--- config.mk ---
export PLATFORM = sky130hd
export DESIGN_NAME = arat_ctrl
export DESIGN_NICKNAME = d
export VERILOG_FILES = /design/src/rtl/arat_pkg.sv /design/src/rtl/arat_ctrl.sv
export SDC_FILE = /design/constraint.sdc
export NUM_CORES = 1
export LEC_CHECK = 0
export BUFFER_PORTS_ARGS = -buffer_cell sky130_fd_sc_hd__buf_2
export CAP_MARGIN = 5
export CORE_AREA = 2 2 39 41
export CTS_CLUSTER_DIAMETER = 40
export DETAILED_ROUTE_END_ITERATION = 8
export DIE_AREA = 0 0 41 43
export PLACE_DENSITY = 0.3
export SYNTH_ARGS = -nofsm -noshare
export SYNTH_HDL_FRONTEND = slang
export SYNTH_SLANG_ARGS = --single-unit
--- constraint.sdc ---
create_clock -name clk -period 1.1 [get_ports clk]
set_input_delay 0.22 -clock clk [delete_from_list [all_inputs] [get_ports clk]]
set_output_delay 0.22 -clock clk [all_outputs]
set_load 0.05 [all_outputs]
--- src/rtl/arat_pkg.sv ---
// shared constants and controller/datapath interface types for the receiver table
// no dependencies
`default_nettype none

package arat_pkg;

    localparam int ENTRIES = 64;
    localparam int IDX_W   = $clog2(ENTRIES);
    localparam int CNT_W   = 7;
    localparam int ID_W    = 32;
    localparam int TIME_W  = 48;
    localparam int TMO_W   = 32;

    localparam logic [TMO_W-1:0] TIMEOUT_RESET = 32'd120000000;

    // controller states
    localparam int ST_W = 2;
    localparam logic [ST_W-1:0] ST_IDLE   = 2'd0;
    localparam logic [ST_W-1:0] ST_SWEEP  = 2'd1;
    localparam logic [ST_W-1:0] ST_FINISH = 2'd2;

    typedef struct packed {
        logic start;   // capture item, clear sweep state, fetch entry 0
        logic sweep;   // evaluate current entry, fetch the next
        logic finish;  // insert if needed and load the result register
    } arat_cmd_t;

    typedef struct packed {
        logic last;    // the entry being evaluated is the final one
    } arat_status_t;

endpackage

`default_nettype wire

--- src/rtl/arat_ctrl.sv ---
// controller state machine: accept, table sweep, finish, result valid
// depends on arat_pkg
`default_nettype none

module arat_ctrl
    import arat_pkg::*;
(
    input  wire logic          clk,
    input  wire logic          rst_n,
    input  wire logic          in_valid,
    output logic               in_ready,
    output logic               out_valid,
    input  wire logic          out_ready,
    input  wire arat_status_t  status,
    output arat_cmd_t          cmd
);

    logic [ST_W-1:0] state_reg, state_next;
    logic            out_valid_reg, out_valid_next;
    logic            slot_free;

    assign in_ready  = (state_reg == ST_IDLE);
    assign slot_free = !out_valid_reg || out_ready;

    always_comb
    begin
        state_next     = state_reg;
        out_valid_next = out_valid_reg && !out_ready;
        cmd            = '0;
        case (state_reg)
            ST_IDLE:
            begin
                if (in_valid)
                begin
                    cmd.start  = 1'b1;
                    state_next = ST_SWEEP;
                end
            end
            ST_SWEEP:
            begin
                cmd.sweep = 1'b1;
                if (status.last)
                    state_next = ST_FINISH;
            end
            ST_FINISH:
            begin
                // hold until the result register can take the item
                if (slot_free)
                begin
                    cmd.finish     = 1'b1;
                    out_valid_next = 1'b1;
                    state_next     = ST_IDLE;
                end
            end
            default:
            begin
                state_next = ST_IDLE;
            end
        endcase
    end

    always_ff @(posedge clk or negedge rst_n)
    begin
        if (!rst_n)
        begin
            state_reg     <= ST_IDLE;
            out_valid_reg <= 1'b0;
        end
        else
        begin
            state_reg     <= state_next;
            out_valid_reg <= out_valid_next;
        end
    end

    assign out_valid = out_valid_reg;

endmodule

`default_nettype wire

## Yosys cells after proc, flatten, opt, wreduce, memory -nomap -nowiden

Cells that the tools add are included.

- Flip-flop bits (word level): 3
- Latch bits: 0
- Memory bits (writable): 0
- Memory bits (read-only): 0
- Bits of input ports: 5
- Output and inout bits: 5
- Word-level logic and storage cells: 24
- Memories: 0

- Add/sub/neg operators: 0
- Multiply operators: 0
- Divide/modulo/power cells: 0
- $lt $le $gt $ge: 0
- Eq/ne operators: 5
- Shift operators: 0
- Muxes and demuxes: 11
- Bitwise logic cells: 0
- Reductions and logical operators: 6

Operators with widths:

| operator | number |
|---|---|
| two-way mux 1 bit | 7 |
| two-way mux 2 bit | 3 |
| != test 2 bit, second input constant | 3 |
| case mux 2 bit (3 select lines) | 1 |
| AND reduction 3 bit | 1 |
| == test 2 x 1 -> 1 bit, second input constant | 1 |
| == test 2 bit, second input constant | 1 |
| logical NOT 1 bit | 2 |
| logical NOT 2 bit | 1 |
| logical AND 1 bit | 1 |
| logical OR 1 bit | 1 |

## Logic depth before layout (Yosys ltp)

- Depth in word-level cells: 4
- Depth in mapped cells: 2
- Depth with buffers taken out: 2

## Worst setup path after synthesis

No wires, ideal clock.

- Path type: register to output
- Start: register state_reg[1]
- End: output cmd[2] in the netlist's numbering
- Data arrival time: 1.640 ns
- Required time: 0.880 ns
- Path slack: -0.760 ns
- Cell stages (with the launch flop): 3
- Path buffers: 0
- Cells stage by stage: dfrtp_1 nor2_1 and2_1

RTL lines:

| element | RTL line | text |
|---|---|---|
| start: declaration | arat_ctrl.sv:18 | `logic [ST_W-1:0] state_reg, state_next;` |
| start signal: assignment | arat_ctrl.sv:71 | `state_reg <= state_next;` |
| end: declaration | arat_ctrl.sv:15 | `output arat_cmd_t cmd` |

==> results.toml <==
[critical_path]
timing.critical_path.arrival_ns = 1.07
crit_path_start_kind = "register"
slowest_delay_ns = 0.43
worstPathCellList = "buf_6 > nor2b_4 > buf_8"
timing.setup.critical_path_class = "reg -> out"
critical-path-slowest-cell = "sky130_fd_sc_hd__dfrtp_2"
worst_path_dominant_cell_family = "flip-flops"
worst-endpoint-required_ns = 0.88
critical_path.endpoint_type = "output pin"
worstPathMaxFanout = 3
timing.critical_path.buf_inv = 2

[timing]
final_hold_vios = 0
timing.max_slew.rel_slack = 0.835
final_layout_setup_total_negative_slack_ns = -0.646
post-route-period-util = 1.17
worst_clock_skew_ns = 0.00317
timing.final.setup_violations = 4
final.setup.worst_slack_ns = -0.191
grt_setup_unrepaired = "yes"
period_minus_slack_ns = 1.29
slew_violations = 0
fmax_mhz = 775
tightest_slew_ns = 0.250

[cts]
ctsRootBufferMaster = "sky130_fd_sc_hd__clkbuf_4"
tritoncts_clock_tree = "yes"
clkSinkCount = 3
clock_insertion_delay_worst_skew_ns = 0.23
cts_buffers = 3
clock_path_buffers = 2
htree_levels = 1
path_clk_slew_ns = 0.04

[yosys]
number_of_nets_in_the_synthesized_netlist = 20
synth_common_cells = "4 x sky130_fd_sc_hd__nand2b_1, 3 x sky130_fd_sc_hd__dfrtp_1, 2 x sky130_fd_sc_hd__nor2_1, 2 x sky130_fd_sc_hd__nor2b_1"
synthCells = 15
synth_enable_flop_cells = 0
synth_top_cell_by_area = "sky130_fd_sc_hd__dfrtp_1"
mappedNetlistArea_um2 = 154
synth-warning-count = 0
synth-seq-cells = 3
synth_top_cell_area_share = 0.488
library_cell_with_the_highest_instance_count_after_synthesis = "sky130_fd_sc_hd__nand2b_1"
synth_top_flop_cell = "sky130_fd_sc_hd__dfrtp_1"
synth.top_cells.by_area = "sky130_fd_sc_hd__dfrtp_1 49%, sky130_fd_sc_hd__nand2b_1 16%, sky130_fd_sc_hd__nor2b_4 8.9%"
synth_cell_types = 8
synthesis.area_per_instance_um2 = 10.3
ys_async_sr_fraction = 1.00
synth-seq-area-share = 0.488

[finish]
nets = 39
finish.utilization = 0.259
insertedDiodeCount = 0
design_area_um2 = 358
post_route_cells_drive_above_1_share = 0.758
filler_cell_count = 149
synthToLayoutAreaGrowth_pct = 133
largest_register_ffs = 2

[drt]
routed-via-count = 161
detail_route.wl_per_cell_um = 8.92
drt_first_iter_violations = 0
drc = 0
finalWirelength_um = 437
postRouteAntennaNets = 0
vias_per_cell = 3.29
firstDrtPassIters = 1

[grt]
first_global_vias = 191
antenna_found_initial = 0
global_route.usage.total = 0.0864
grt_overflow = 0
grt_max_degree = 5
grt_pass1_wl_um = 841

[worst_hold_path]
min-delay-path-class = "in -> reg"

[pwr]
power_per_cell_area_mw_per_mm2 = 2870
pwr-share-seq = 0.191
overall_power_consumption_mw = 1.03
p_switching_uw = 445
cellLeakagePower_nw = 0.168
combinationalPowerShare = 0.622
switching_fraction = 0.434
ir_drop_mv = 0.712
cellInternalPower_uw = 581
p_clk_frac = 0.187

[placed_design]
dpl_worst_slack_ns = -0.110
placed_area_um2 = 260
port_buffers = 9
routabilityCongestion = 0.705

[floorplanning]
initial_utilization = 0.111
die_w_um = 41
die_area_mm2 = 0.00176
die_h_um = 43
io-pin-count = 10
design.core.area_mm2 = 0.00138
core.rowCount = 14

[run]
timing.max_cap.violations = 0

[run_status]
outcome = "finished, violations left"
violations = "negative setup slack"
[power by group through the flow]
stage               Clock [mW]  Combinational (mW)  Sequential [mW]
CTS                      0.205               0.634            0.194
floorplan                    0               0.323            0.243
finish                   0.192               0.637            0.196
detailed placement           0               0.501            0.188
global route             0.221               0.669            0.203
global placement             0               0.500            0.184
[final timing paths]
check                      slack (ns)                  endpoint                startpoint  cells past startpoint
setup / recovery                -0.19                    cmd[1]  state_reg[1]$_DFFE_PN0P_                      3
hold / removal                   0.22  state_reg[1]$_DFFE_PN0P_                    status                      2
setup reg to reg                 0.09  state_reg[1]$_DFFE_PN0P_  state_reg[0]$_DFFE_PN0P_                      3
hold reg to reg                  0.59  state_reg[0]$_DFFE_PN0P_  state_reg[1]$_DFFE_PN0P_                      2
max in group asynchronous        0.66  state_reg[0]$_DFFE_PN0P_                     rst_n                      2
min in group asynchronous        0.32  state_reg[1]$_DFFE_PN0P_                     rst_n                      2
[what timing repair did]
item / in CTS / in global routing
gates resized for setup: 12 / 2
setup endpoints to repair: 4 / 4
hold endpoints to repair: 3 / 0
pin swaps: 1 / 2
hold buffers: 1 / 0
setup buffers: 2 / 0
[cell families (layout without fill, tap and decap cells)]
family	after synthesis	count (layout)	share of synthesized area
AO/OA/AOI/OAI	2	2	0.0894
flip-flops	3	3	0.488
buffers and inverters	0	18	0
AND/OR/NAND/NOR	10	10	0.423
[per-layer routing]
layer / up-vias / track usage / wire length [um]
met1: 75 / 0.0839 / 161
met3: 0 / 0.0471 / 13
met4: 0 / 0.140 / 0
li1: 83 / - / -
met2: 3 / 0.0938 / 263
met5: - / 0 / 0
[through the flow]
step | cells | hold slack (ns)
after floorplan | 15 | -0.0756
after global placement | 42 | 0.0208
after detailed placement | 42 | 0.0219
after CTS | 49 | 0.212
after global routing | 49 | 0.213
final | 49 | 0.222
[cells in the final DEF (no fill, tap or decap), drive strengths merged]
master	n
buf	13
a21oi	1
nor2	2
clkbuf	4
nand2b	4
nor2b	3
dfrtp	3
a22o	1
dlygate4sd3	1
and2	1
[layout make-up]
cell class,count,area (um2),share of cell area
sequential,3,78.8,0.220
multi-input combinational,12,111,0.311
clock buffer,4,26.3,0.0734
tap,16,20.0,0.0559
timing repair buffer,14,121,0.339
Note: power is estimated with default switching activity, not from simulation.
